--- src/rtl/core/tacp_pkg.sv ---
// tacp_pkg: shared types, character codes, kind codes and decimal constants
// for the typed ascii cell parser
// no dependencies
package tacp_pkg;

  typedef logic [1:0]         kind_t;
  typedef logic [4:0]         scale_t;
  typedef logic [4:0]         pos_t;
  typedef logic signed [63:0] value_t;

  localparam kind_t KIND_INT32 = 2'd0;
  localparam kind_t KIND_INT64 = 2'd1;
  localparam kind_t KIND_DATE  = 2'd2;
  localparam kind_t KIND_DEC64 = 2'd3;

  localparam logic [7:0] CH_ZERO  = 8'h30;
  localparam logic [7:0] CH_NINE  = 8'h39;
  localparam logic [7:0] CH_MINUS = 8'h2d;
  localparam logic [7:0] CH_PLUS  = 8'h2b;
  localparam logic [7:0] CH_POINT = 8'h2e;

  localparam pos_t POS_MAX    = 5'd31;
  localparam pos_t DATE_LEN   = 5'd10;
  localparam pos_t DATE_SEP_A = 5'd4;
  localparam pos_t DATE_SEP_B = 5'd7;

  // first power of ten that no longer fits in 64 bits
  localparam scale_t POW10_TOP = 5'd20;

  localparam logic [63:0] LIM_I32_POS = 64'h0000_0000_7fff_ffff;
  localparam logic [63:0] LIM_I32_NEG = 64'h0000_0000_8000_0000;
  localparam logic [63:0] LIM_I64_POS = 64'h7fff_ffff_ffff_ffff;
  localparam logic [63:0] LIM_I64_NEG = 64'h8000_0000_0000_0000;

  function automatic logic [63:0] pow10(input scale_t e);
    logic [63:0] r;
    unique case (e)
      5'd0:  r = 64'd1;
      5'd1:  r = 64'd10;
      5'd2:  r = 64'd100;
      5'd3:  r = 64'd1000;
      5'd4:  r = 64'd10000;
      5'd5:  r = 64'd100000;
      5'd6:  r = 64'd1000000;
      5'd7:  r = 64'd10000000;
      5'd8:  r = 64'd100000000;
      5'd9:  r = 64'd1000000000;
      5'd10: r = 64'd10000000000;
      5'd11: r = 64'd100000000000;
      5'd12: r = 64'd1000000000000;
      5'd13: r = 64'd10000000000000;
      5'd14: r = 64'd100000000000000;
      5'd15: r = 64'd1000000000000000;
      5'd16: r = 64'd10000000000000000;
      5'd17: r = 64'd100000000000000000;
      5'd18: r = 64'd1000000000000000000;
      5'd19: r = 64'd10000000000000000000;
      default: r = 64'd0;
    endcase
    return r;
  endfunction

endpackage

--- src/rtl/core/tacp_char_if.sv ---
// tacp_char_if: character channel, one word per character of a cell string
// depends on tacp_pkg
interface tacp_char_if;
  logic              valid;
  logic              ready;
  logic [7:0]        char_byte;
  tacp_pkg::kind_t   kind;
  tacp_pkg::scale_t  scale;
  logic              last;
  logic              empty_req;

  modport source (output valid, char_byte, kind, scale, last, empty_req, input ready);
  modport sink   (input valid, char_byte, kind, scale, last, empty_req, output ready);
endinterface

--- src/rtl/core/tacp_result_if.sv ---
// tacp_result_if: result channel, one word per parsed cell
// depends on tacp_pkg
interface tacp_result_if;
  logic              valid;
  logic              ready;
  tacp_pkg::value_t  value;
  logic              ok;

  modport source (output valid, value, ok, input ready);
  modport sink   (input valid, value, ok, output ready);
endinterface

--- src/rtl/core/typed_ascii_cell_parser_top.sv ---
// typed_ascii_cell_parser_top: parses ascii cell strings into 64-bit values
// depends on tacp_pkg, tacp_char_if, tacp_result_if
//
// usage
//   chars takes one word per character; kind and scale are sampled on the
//   first word of a string, last closes it, empty_req sends an empty string
//   results gives one word (value, ok) for each word with last or empty_req
//   set; value is zero whenever ok is low
//   a word is taken when valid and ready are both high on a rising edge
// timing
//   three register stages: input word, snapshot, result
//   a closing word passes from the input stage via the snapshot stage to results
//   one character per cycle sustained outside stalls; the accumulator step
//   (times ten plus digit times a power of ten) sets the cycle time
// reset
//   rst is synchronous, active high; it empties all stages and clears the
//   string state, so the next word opens a new string
// stall
//   while results is held, words keep flowing until a closing word needs the
//   full snapshot stage; then chars.ready drops until the result is taken
module typed_ascii_cell_parser_top (
  input  logic                  clk,
  input  logic                  rst,
  tacp_char_if.sink             chars,
  tacp_result_if.source         results
);

  // input stage
  logic                  a_valid;
  logic [7:0]            a_char;
  tacp_pkg::kind_t       a_kind;
  tacp_pkg::scale_t      a_scale;
  logic                  a_last;
  logic                  a_empty;

  // string state; acc holds the digits already padded to the scale
  logic [63:0]           acc;
  tacp_pkg::scale_t      rem;
  tacp_pkg::pos_t        pos;
  logic                  seen_point;
  logic                  any_digit;
  logic                  negative;
  logic                  failed;
  tacp_pkg::kind_t       held_kind;

  // snapshot stage
  logic                  b_valid;
  logic [63:0]           b_acc;
  logic                  b_neg;
  logic                  b_fail;
  logic                  b_wide;

  // result stage
  logic                  o_valid;
  tacp_pkg::value_t      o_value;
  logic                  o_ok;

  logic                  o_free;
  logic                  b_adv;
  logic                  b_free;
  logic                  a_res;
  logic                  a_adv;

  tacp_pkg::kind_t       kind_eff;
  tacp_pkg::scale_t      rem_eff;
  logic                  is_digit;
  logic [3:0]            dig;
  logic                  frac_dig;
  tacp_pkg::scale_t      expo;
  logic [63:0]           pw;
  logic [67:0]           term;
  logic [68:0]           base;
  logic [68:0]           sum;
  logic                  push_ovf;
  logic                  push;

  logic [63:0]           acc_next;
  tacp_pkg::scale_t      rem_next;
  tacp_pkg::pos_t        pos_next;
  logic                  seen_point_next;
  logic                  any_digit_next;
  logic                  negative_next;
  logic                  failed_next;
  logic                  fin_fail;

  logic [63:0]           lim;
  logic                  ok_calc;

  assign o_free      = !o_valid || results.ready;
  assign b_adv       = b_valid && o_free;
  assign b_free      = !b_valid || b_adv;
  assign a_res       = a_last || a_empty;
  assign a_adv       = a_valid && (!a_res || b_free);
  assign chars.ready = !a_valid || a_adv;

  assign results.valid = o_valid;
  assign results.value = o_value;
  assign results.ok    = o_ok;

  always_comb begin
    kind_eff = (pos == '0) ? a_kind : held_kind;
    rem_eff  = (pos == '0) ? a_scale : rem;
    is_digit = (a_char >= tacp_pkg::CH_ZERO) && (a_char <= tacp_pkg::CH_NINE);
    dig      = is_digit ? a_char[3:0] : 4'd0;
    frac_dig = (kind_eff == tacp_pkg::KIND_DEC64) && seen_point;
    if (kind_eff == tacp_pkg::KIND_DEC64) begin
      expo = frac_dig ? rem_eff - 5'd1 : rem_eff;
    end else begin
      expo = '0;
    end
    pw   = tacp_pkg::pow10(expo);
    term = {64'd0, dig} * {4'd0, pw};
    base = frac_dig ? {5'd0, acc} : ({2'd0, acc, 3'd0} + {4'd0, acc, 1'd0});
    sum  = base + {1'b0, term};
    push_ovf = (|sum[68:64]) || ((dig != 4'd0) && (expo >= tacp_pkg::POW10_TOP));

    acc_next        = acc;
    rem_next        = rem_eff;
    pos_next        = (pos != tacp_pkg::POS_MAX) ? pos + 5'd1 : pos;
    seen_point_next = seen_point;
    any_digit_next  = any_digit;
    negative_next   = negative;
    failed_next     = failed;
    push            = 1'b0;

    unique case (kind_eff)
      tacp_pkg::KIND_INT32, tacp_pkg::KIND_INT64: begin
        if (pos == '0 && a_char == tacp_pkg::CH_MINUS) begin
          negative_next = 1'b1;
        end else if (is_digit) begin
          push           = 1'b1;
          any_digit_next = 1'b1;
        end else begin
          failed_next = 1'b1;
        end
      end
      tacp_pkg::KIND_DATE: begin
        if (pos >= tacp_pkg::DATE_LEN) begin
          failed_next = 1'b1;
        end else if (pos == tacp_pkg::DATE_SEP_A || pos == tacp_pkg::DATE_SEP_B) begin
          if (a_char != tacp_pkg::CH_MINUS) begin
            failed_next = 1'b1;
          end
        end else if (is_digit) begin
          push = 1'b1;
        end else begin
          failed_next = 1'b1;
        end
      end
      tacp_pkg::KIND_DEC64: begin
        if (pos == '0 && (a_char == tacp_pkg::CH_MINUS || a_char == tacp_pkg::CH_PLUS)) begin
          negative_next = (a_char == tacp_pkg::CH_MINUS);
        end else if (a_char == tacp_pkg::CH_POINT) begin
          if (seen_point) begin
            failed_next = 1'b1;
          end
          seen_point_next = 1'b1;
        end else if (is_digit) begin
          push           = 1'b1;
          any_digit_next = 1'b1;
          if (seen_point) begin
            if (rem_eff == '0) begin
              failed_next = 1'b1;
            end else begin
              rem_next = rem_eff - 5'd1;
            end
          end
        end else begin
          failed_next = 1'b1;
        end
      end
    endcase

    if (push) begin
      if (push_ovf) begin
        failed_next = 1'b1;
      end else begin
        acc_next = sum[63:0];
      end
    end

    fin_fail = failed_next
             || ((kind_eff != tacp_pkg::KIND_DATE) && !any_digit_next)
             || ((kind_eff == tacp_pkg::KIND_DATE) && (pos_next != tacp_pkg::DATE_LEN));
  end

  always_comb begin
    if (b_wide) begin
      lim = b_neg ? tacp_pkg::LIM_I64_NEG : tacp_pkg::LIM_I64_POS;
    end else begin
      lim = b_neg ? tacp_pkg::LIM_I32_NEG : tacp_pkg::LIM_I32_POS;
    end
    ok_calc = !b_fail && (b_acc <= lim);
  end

  always_ff @(posedge clk) begin
    if (rst) begin
      a_valid    <= 1'b0;
      b_valid    <= 1'b0;
      o_valid    <= 1'b0;
      acc        <= '0;
      rem        <= '0;
      pos        <= '0;
      seen_point <= 1'b0;
      any_digit  <= 1'b0;
      negative   <= 1'b0;
      failed     <= 1'b0;
      held_kind  <= '0;
    end else begin
      if (chars.ready) begin
        a_valid <= chars.valid;
      end
      if (b_free) begin
        b_valid <= a_adv && a_res;
      end
      if (o_free) begin
        o_valid <= b_valid;
      end
      if (a_adv) begin
        held_kind <= kind_eff;
        if (a_res) begin
          acc        <= '0;
          rem        <= '0;
          pos        <= '0;
          seen_point <= 1'b0;
          any_digit  <= 1'b0;
          negative   <= 1'b0;
          failed     <= 1'b0;
        end else begin
          acc        <= acc_next;
          rem        <= rem_next;
          pos        <= pos_next;
          seen_point <= seen_point_next;
          any_digit  <= any_digit_next;
          negative   <= negative_next;
          failed     <= failed_next;
        end
      end
    end
  end

  // payload registers
  always_ff @(posedge clk) begin
    if (chars.valid && chars.ready) begin
      a_char  <= chars.char_byte;
      a_kind  <= chars.kind;
      a_scale <= chars.scale;
      a_last  <= chars.last;
      a_empty <= chars.empty_req;
    end
    if (a_adv && a_res) begin
      b_acc  <= a_empty ? 64'd0 : acc_next;
      b_neg  <= !a_empty && negative_next;
      b_fail <= a_empty || fin_fail;
      b_wide <= (kind_eff != tacp_pkg::KIND_INT32);
    end
    if (b_adv) begin
      o_ok <= ok_calc;
      if (!ok_calc) begin
        o_value <= '0;
      end else if (b_neg) begin
        o_value <= $signed(~b_acc + 64'd1);
      end else begin
        o_value <= $signed(b_acc);
      end
    end
  end

endmodule
--- src/flat_wrapper.sv ---
// flat-port wrapper written by rule: the top's interface ports become plain ports
module typed_ascii_cell_parser_top_flat 
  (clk, rst, chars_valid, chars_char_byte, chars_kind, chars_scale, chars_last, chars_empty_req, chars_ready, results_valid, results_value, results_ok, results_ready);
  tacp_char_if chars_i ();
  tacp_result_if results_i ();
  input  logic clk;
  input  logic rst;
  input wire logic [$bits(chars_i.valid)-1:0] chars_valid;
  input wire logic [$bits(chars_i.char_byte)-1:0] chars_char_byte;
  input wire logic [$bits(chars_i.kind)-1:0] chars_kind;
  input wire logic [$bits(chars_i.scale)-1:0] chars_scale;
  input wire logic [$bits(chars_i.last)-1:0] chars_last;
  input wire logic [$bits(chars_i.empty_req)-1:0] chars_empty_req;
  output wire logic [$bits(chars_i.ready)-1:0] chars_ready;
  output wire logic [$bits(results_i.valid)-1:0] results_valid;
  output wire logic [$bits(results_i.value)-1:0] results_value;
  output wire logic [$bits(results_i.ok)-1:0] results_ok;
  input wire logic [$bits(results_i.ready)-1:0] results_ready;
  assign chars_i.valid = chars_valid;
  assign chars_i.char_byte = chars_char_byte;
  assign chars_i.kind = chars_kind;
  assign chars_i.scale = chars_scale;
  assign chars_i.last = chars_last;
  assign chars_i.empty_req = chars_empty_req;
  assign chars_ready = chars_i.ready;
  assign results_valid = results_i.valid;
  assign results_value = results_i.value;
  assign results_ok = results_i.ok;
  assign results_i.ready = results_ready;
  typed_ascii_cell_parser_top u_core (.clk(clk), .rst(rst), .chars(chars_i), .results(results_i));
endmodule
--- config.mk ---
export PLATFORM = sky130hd
export DESIGN_NAME = typed_ascii_cell_parser_top_flat
export DESIGN_NICKNAME = d
export VERILOG_FILES = /design/src/rtl/core/tacp_pkg.sv /design/src/rtl/core/tacp_char_if.sv /design/src/rtl/core/tacp_result_if.sv /design/src/rtl/core/typed_ascii_cell_parser_top.sv /design/src/flat_wrapper.sv
export SDC_FILE = /design/constraint.sdc
export NUM_CORES = 1
export LEC_CHECK = 0
export BUFFER_PORTS_ARGS = -buffer_cell sky130_fd_sc_hd__buf_2
export CORE_MARGIN = 4
export CORE_UTILIZATION = 30
export CTS_CLUSTER_SIZE = 24
export DETAILED_ROUTE_END_ITERATION = 12
export PLACE_DENSITY = 0.43
export SLEW_MARGIN = 20
export SYNTH_ARGS = -nofsm -noshare
export SYNTH_HDL_FRONTEND = slang
export SYNTH_SLANG_ARGS = --single-unit
export TNS_END_PERCENT = 20
--- constraint.sdc ---
create_clock -name clk -period 20.7 [get_ports clk]
set_input_delay 3.105 -clock clk [delete_from_list [all_inputs] [get_ports clk]]
set_output_delay 3.105 -clock clk [all_outputs]
set_load 0.01 [all_outputs]
## Word-level counts from Yosys, hierarchy flattened

Memories as Yosys holds them, arrays and structs flattened.
Cells that the tools add are included.

- Register bits: 232
- Bits in read-only memories: 1888
- Input port bits: 21
- Output and inout port bits: 67
- Word-level logic and storage cells: 147
- Memories: 1

Memories:

| name | words | bits a word | rd ports | clocked after Yosys merged registers in | wr ports | RTL line | text |
|---|---|---|---|---|---|---|---|
| (no name shown) | 32 | 59 | 1 | 0 | 0 | tacp_pkg.sv:37 | `unique case (e)` |

- Add/sub/neg operators: 5
- $mul: 1
- Order comparisons: 5
- Equal/unequal tests: 13
- Mux-type cells: 58
- Bitwise logic cells: 1
- Reduce and logical (&&, ||, !) cells: 41

Operator list:

| cell | number |
|---|---|
| 64-bit two-way mux | 6 |
| 69-bit by 68-bit adder with 69-bit output | 1 |
| 69-bit two-way mux | 1 |
| 67-bit by 65-bit adder with 68-bit output | 1 |
| 4-bit by 64-bit multiplier with 68-bit output | 1 |
| 64-bit by 1-bit adder with 64-bit output, second input constant | 1 |
| 64-bit <= comparator | 1 |
| 64-bit NOT | 1 |
| 5-bit two-way mux | 12 |
| 1-bit two-way mux | 32 |
| 32-bit two-way mux | 1 |
| 8-bit by 6-bit == test with 1-bit output, second input constant | 3 |
| 1-bit logical AND | 13 |
| 1-bit logical OR | 11 |
| 5-bit by 3-bit == test with 1-bit output, second input constant | 2 |
| 5-bit zero test | 2 |
| 8-bit by 6-bit >= comparator with 1-bit output, second input constant | 1 |
| 8-bit by 6-bit <= comparator with 1-bit output, second input constant | 1 |
| 8-bit by 6-bit inequality test with 1-bit output, second input constant | 1 |
| 1-bit zero test | 7 |
| 1-bit one-hot mux with 3 select lines | 2 |
| 2-bit nonzero test | 3 |
| 5-bit by 1-bit adder with 5-bit output, second input constant | 1 |
| 5-bit by 4-bit >= comparator with 1-bit output, second input constant | 1 |
| 16 further kinds | 18 |

## Longest topological paths before layout

An unclocked memory read counts as a cell.

- Depth after elaboration: 16
- Depth in mapped cells: 37
- Mapped depth without buffers: 31

## Worst setup path after synthesis

Ideal clock, no wire load.

- Path kind: register -> register
- From: register u_core.pos[0]
- To: register u_core.b_acc[34] (data pin)
- Library setup time: 0.266 ns
- Arrival time: 8.381 ns
- Data required time: 20.434 ns
- Path slack: 12.053 ns
- Stages on the path, launching flop included: 38
- Path buffers: 6
- Period minus slack after synthesis: 8.647 ns
- Path through: dfxtp_1 inv_1 ha_1 nor4b_1 buf_2 mux2i_1 nor2_1 clkbuf_1 nand2_1 clkbuf_1 inv_1 ha_1 clkinv_1 nor2_1 a21oi_1 o21ai_0 a21oi_1 nor2_1 [... 2 more ...] inv_1 fa_1 inv_1 ha_1 clkbuf_1 nand2_1 nor4_1 a22oi_1 nand3_1 a41oi_1 o31ai_1 a21o_1 a311oi_1 nor4_1 clkbuf_1 buf_2 mux2i_1 nor2_1

- Longest elaborated chain between the ends: 13
- Elaborated cells on any way between the ends: 33
- Classes of those cells: 2 x add/sub; 1 x mul; 2 x order compare; 5 x eq/ne; 12 x mux; 10 x reduce/logical; 1 x memory

RTL lines:

| item | RTL line | text |
|---|---|---|
| start: declaration | typed_ascii_cell_parser_top.sv:39 | `tacp_pkg::pos_t pos;` |
| start signal: assignment | typed_ascii_cell_parser_top.sv:232 | `pos <= pos_next;` |
| parallel branches: the longest is 12 deep, another holds 69-bit by 68-bit adder with 69-bit output | - |  |
| 64-bit two-way mux (*) | typed_ascii_cell_parser_top.sv:174 | `if (push) begin` |
| end signal: assignment | typed_ascii_cell_parser_top.sv:252 | `b_acc <= a_empty ? 64'd0 : acc_next;` |
| end: declaration | typed_ascii_cell_parser_top.sv:48 | `logic [63:0] b_acc;` |

Every way passes the cells marked *.
A chain may end at the register's enable or synchronous reset.

## Worst setup path after layout

- From: register u_core.pos[0]
- To: register u_core.b_acc[18] (data pin)

The elaborated chain is that of the path after synthesis.

==> flow_metrics.env <==
export IMPL_wire_per_inst_um=20.5
export IMPL_worst_path_max_delay_cell="nor2_1"
export IMPL_floorplan_initialDensity_pct=30.2
export IMPL_htreeDepth=1
export IMPL_antenna_found_initial=0
export IMPL_max_stage_delay_ns=0.72
export IMPL_grtUsageTotal_pct=18.9
export IMPL_worst_ep_required_time_ns=21.00
export IMPL_ys_seq_area_share_pct=23.5
export IMPL_max_slew_margin_pct=29.0
export IMPL_run_status="complete, no violations"
export IMPL_timing_setup_tns_ns=0
export IMPL_synth_top_area_share_pct=17.1
export IMPL_ioPinCount=88
export IMPL_hold_buffers=0
export IMPL_power_density_nw_per_um2=40.3
export IMPL_die_area_um2=92000
export IMPL_drt_iter0_markers=1318
export IMPL_fill_cells=9063
export IMPL_syn_avg_cell_area_um2=8.42
export IMPL_peakVddDrop_mv=0.0621
export IMPL_ys_seq_elements=232
export IMPL_cts_root_buf="clkbuf_16"
export IMPL_grt_pass1_wl_um=137000
export IMPL_drt_total_wl_um=87700
export IMPL_fin_hold_ws_ns=0.455
export IMPL_leakage_nw=13.1
export IMPL_critPathMaxFanout=40
export IMPL_start_kind="flip-flop"
export IMPL_cts_setup_buffers=0
export IMPL_nets=3519
export IMPL_final_common_cell="nor2_1"
export IMPL_synthDistinctLibCells=81
export IMPL_rsz0062_at_grt="false"
export IMPL_synthesis_area_um2=26200
export IMPL_n_antenna_cell=0
export IMPL_layout_drive_gt1_share_pct=6.72
export IMPL_clkLatencyLatePin_ns=0.61
export IMPL_cts_resized_gates=0
export IMPL_syn_inst=3107
export IMPL_max_freq_ghz=0.0886
export IMPL_viasPerCell=5.27
export IMPL_ys_flop_type="edfxtp_1"
export IMPL_fp_row_count=108
export IMPL_finClkSkew_ns=0.0359
export IMPL_cts_sinks=232
export IMPL_cts_tree="built"
export IMPL_worst_pin_slew_ns=1.05
export IMPL_crit_type="flip-flop to flip-flop"
export IMPL_min_path_type="flip-flop to flip-flop"
export IMPL_mostFrequentLayoutCells="464 x nor2_1, 281 x inv_1, 228 x ha_1"
export IMPL_syn_to_final_growth_pct=9.87
export IMPL_hold_violations=0
export IMPL_grt_ovfl_total=0
export IMPL_cts_buffers=31
export IMPL_arrival_ns=11.58
export IMPL_core_area_um2=86600
export IMPL_die_x_um=303
export IMPL_finalMaxSlewViolations=0
export IMPL_grt_pass1_vias=22900
export IMPL_yosys_warnings=0
export IMPL_grt_max_degree=69
export IMPL_ys_top_cells_by_area="edfxtp_1 17%, fa_1 13%, ha_1 11%"
export IMPL_setup_viol=0
export IMPL_first_pass_iters=5
export IMPL_port_buffers=87
export IMPL_vias=22600
export IMPL_fin_crit_sh_pct=54.5
export IMPL_drtAntennaViolNets=0
export IMPL_synth_async_sr_flop_share_pct=0
export IMPL_post_route_drc_count=0
export IMPL_ctsLongestPathBuffers=3
export IMPL_yosysTopAreaCell="edfxtp_1"
export IMPL_die_y_um=303
export IMPL_synth_edf_count=149
export IMPL_min_period_ns=11.28
export IMPL_globalplace_congestion=0.897
export IMPL_dp_final_hpwl_um=71500
export IMPL_synth_nets=3527
export IMPL_clkSlewWorstSetupHoldPaths_ns=0.06
export IMPL_cp_end_kind="flip-flop"
export IMPL_maxCapViolations=0
[worst max-delay path: cells and delay by family (launching register included)]
kind | cells | cell delay [ns]
fa+ha+maj | 6 | 2.43
mux | 2 | 0.55
buf+inv | 8 | 2.10
flops | 1 | 0.35
simple gates | 7 | 2.57
compound gates | 11 | 2.87
[power breakdown]
| part | internal (mW) | leakage (nW) | switching (mW) |
|---|---|---|---|
| registers | 0.499 | 2.24 | 0.00933 |
| logic | 0.0265 | 10.3 | 0.0694 |
| clock network | 0.330 | 0.502 | 0.222 |
| total | 0.856 | 13.1 | 0.301 |
[cells in the mapped netlist (24+ instances only)]
library cell	count
a21o_1	101
nand4_1	47
dfxtp_1	83
nand3_1	41
nor2_1	465
a22o_1	63
nand2_1	218
nor3_1	46
o21ai_0	170
clkbuf_1	129
ha_1	228
mux2i_1	81
fa_1	171
xor2_1	113
xnor2_1	73
edfxtp_1	149
inv_1	282
a21oi_1	211
and3_1	24
[metal layers]
layer,wire (um),vias to the layer above,global-route usage (%)
met5,0,-,0
met4,2660,0,5.32
met3,3560,120,1.73
met2,41200,552,32.6
met1,40300,11000,25.4
li1,-,10900,-
[per-stage QoR]
| step | power (mW) | setup WS, ns | area (um^2) | utilization (%) | cells |
|---|---|---|---|---|---|
| 4_1_cts | 1.18 | 9.60 | 28700 | 33.2 | 4279 |
| 5_1_grt | 1.21 | 8.93 | 28700 | 33.2 | 4279 |
| 3_5_place_dp | 0.614 | 9.59 | 27700 | 32.0 | 4221 |
| 3_3_place_gp | 0.613 | 9.58 | 27700 | 32.0 | 4221 |
| 6_report | 1.16 | 9.42 | 28700 | 33.2 | 4279 |
| 2_1_floorplan | 0.578 | 12.05 | 26200 | - | 3107 |
[worst paths after layout]
kind,endpoint,from,depth (start not counted),slack [ns]
setup reg to reg,u_core.b_acc[18]$_SDFFCE_PP0P_,u_core.pos[0]$_SDFFE_PP0P_,34,9.42
hold / removal,u_core.rem[4]$_SDFFE_PP0P_,u_core.rem[4]$_SDFFE_PP0P_,2,0.45
hold reg to reg,u_core.rem[4]$_SDFFE_PP0P_,u_core.rem[4]$_SDFFE_PP0P_,2,0.45
setup / recovery,u_core.b_acc[18]$_SDFFCE_PP0P_,u_core.pos[0]$_SDFFE_PP0P_,34,9.42
[cells by family (layout without fill, tap and decap cells)]
| kind of cell | after synthesis | in the layout | synth area share (%) |
|---|---|---|---|
| and+or+nand+nor | 981 | 981 | 17.0 |
| AOI/OAI and AO/OA | 789 | 789 | 19.7 |
| buffers and inverters | 437 | 454 | 6.41 |
| adders and majority gates | 399 | 399 | 24.0 |
| DFF | 232 | 232 | 23.5 |
| xor gates and xnor gates | 186 | 186 | 6.23 |
| muxes | 83 | 83 | 3.19 |
[sequential cells by signal, summed over array words and instances, names as in the netlist, 2 cells and up]
name and cells:
u_core.acc 64, u_core.a_scale 5, u_core.b_acc 64, u_core.held_kind 2, u_core.a_char 8, u_core.pos 5
u_core.results.value 64, u_core.a_kind 2, u_core.rem 5
[cell type report]
cell class | count | area, um^2 | area share (%)
Sequential cell | 232 | 6140 | 21.4
Tap cell | 1155 | 1450 | 5.03
Clock buffer | 40 | 820 | 2.85
Inverter | 284 | 1070 | 3.71
Clock inverter | 18 | 221 | 0.771
Timing Repair Buffer | 112 | 623 | 2.17
Multi-Input combinational cell | 2438 | 18400 | 64.1
No activity file was read; power rests on OpenSTA's default activity.
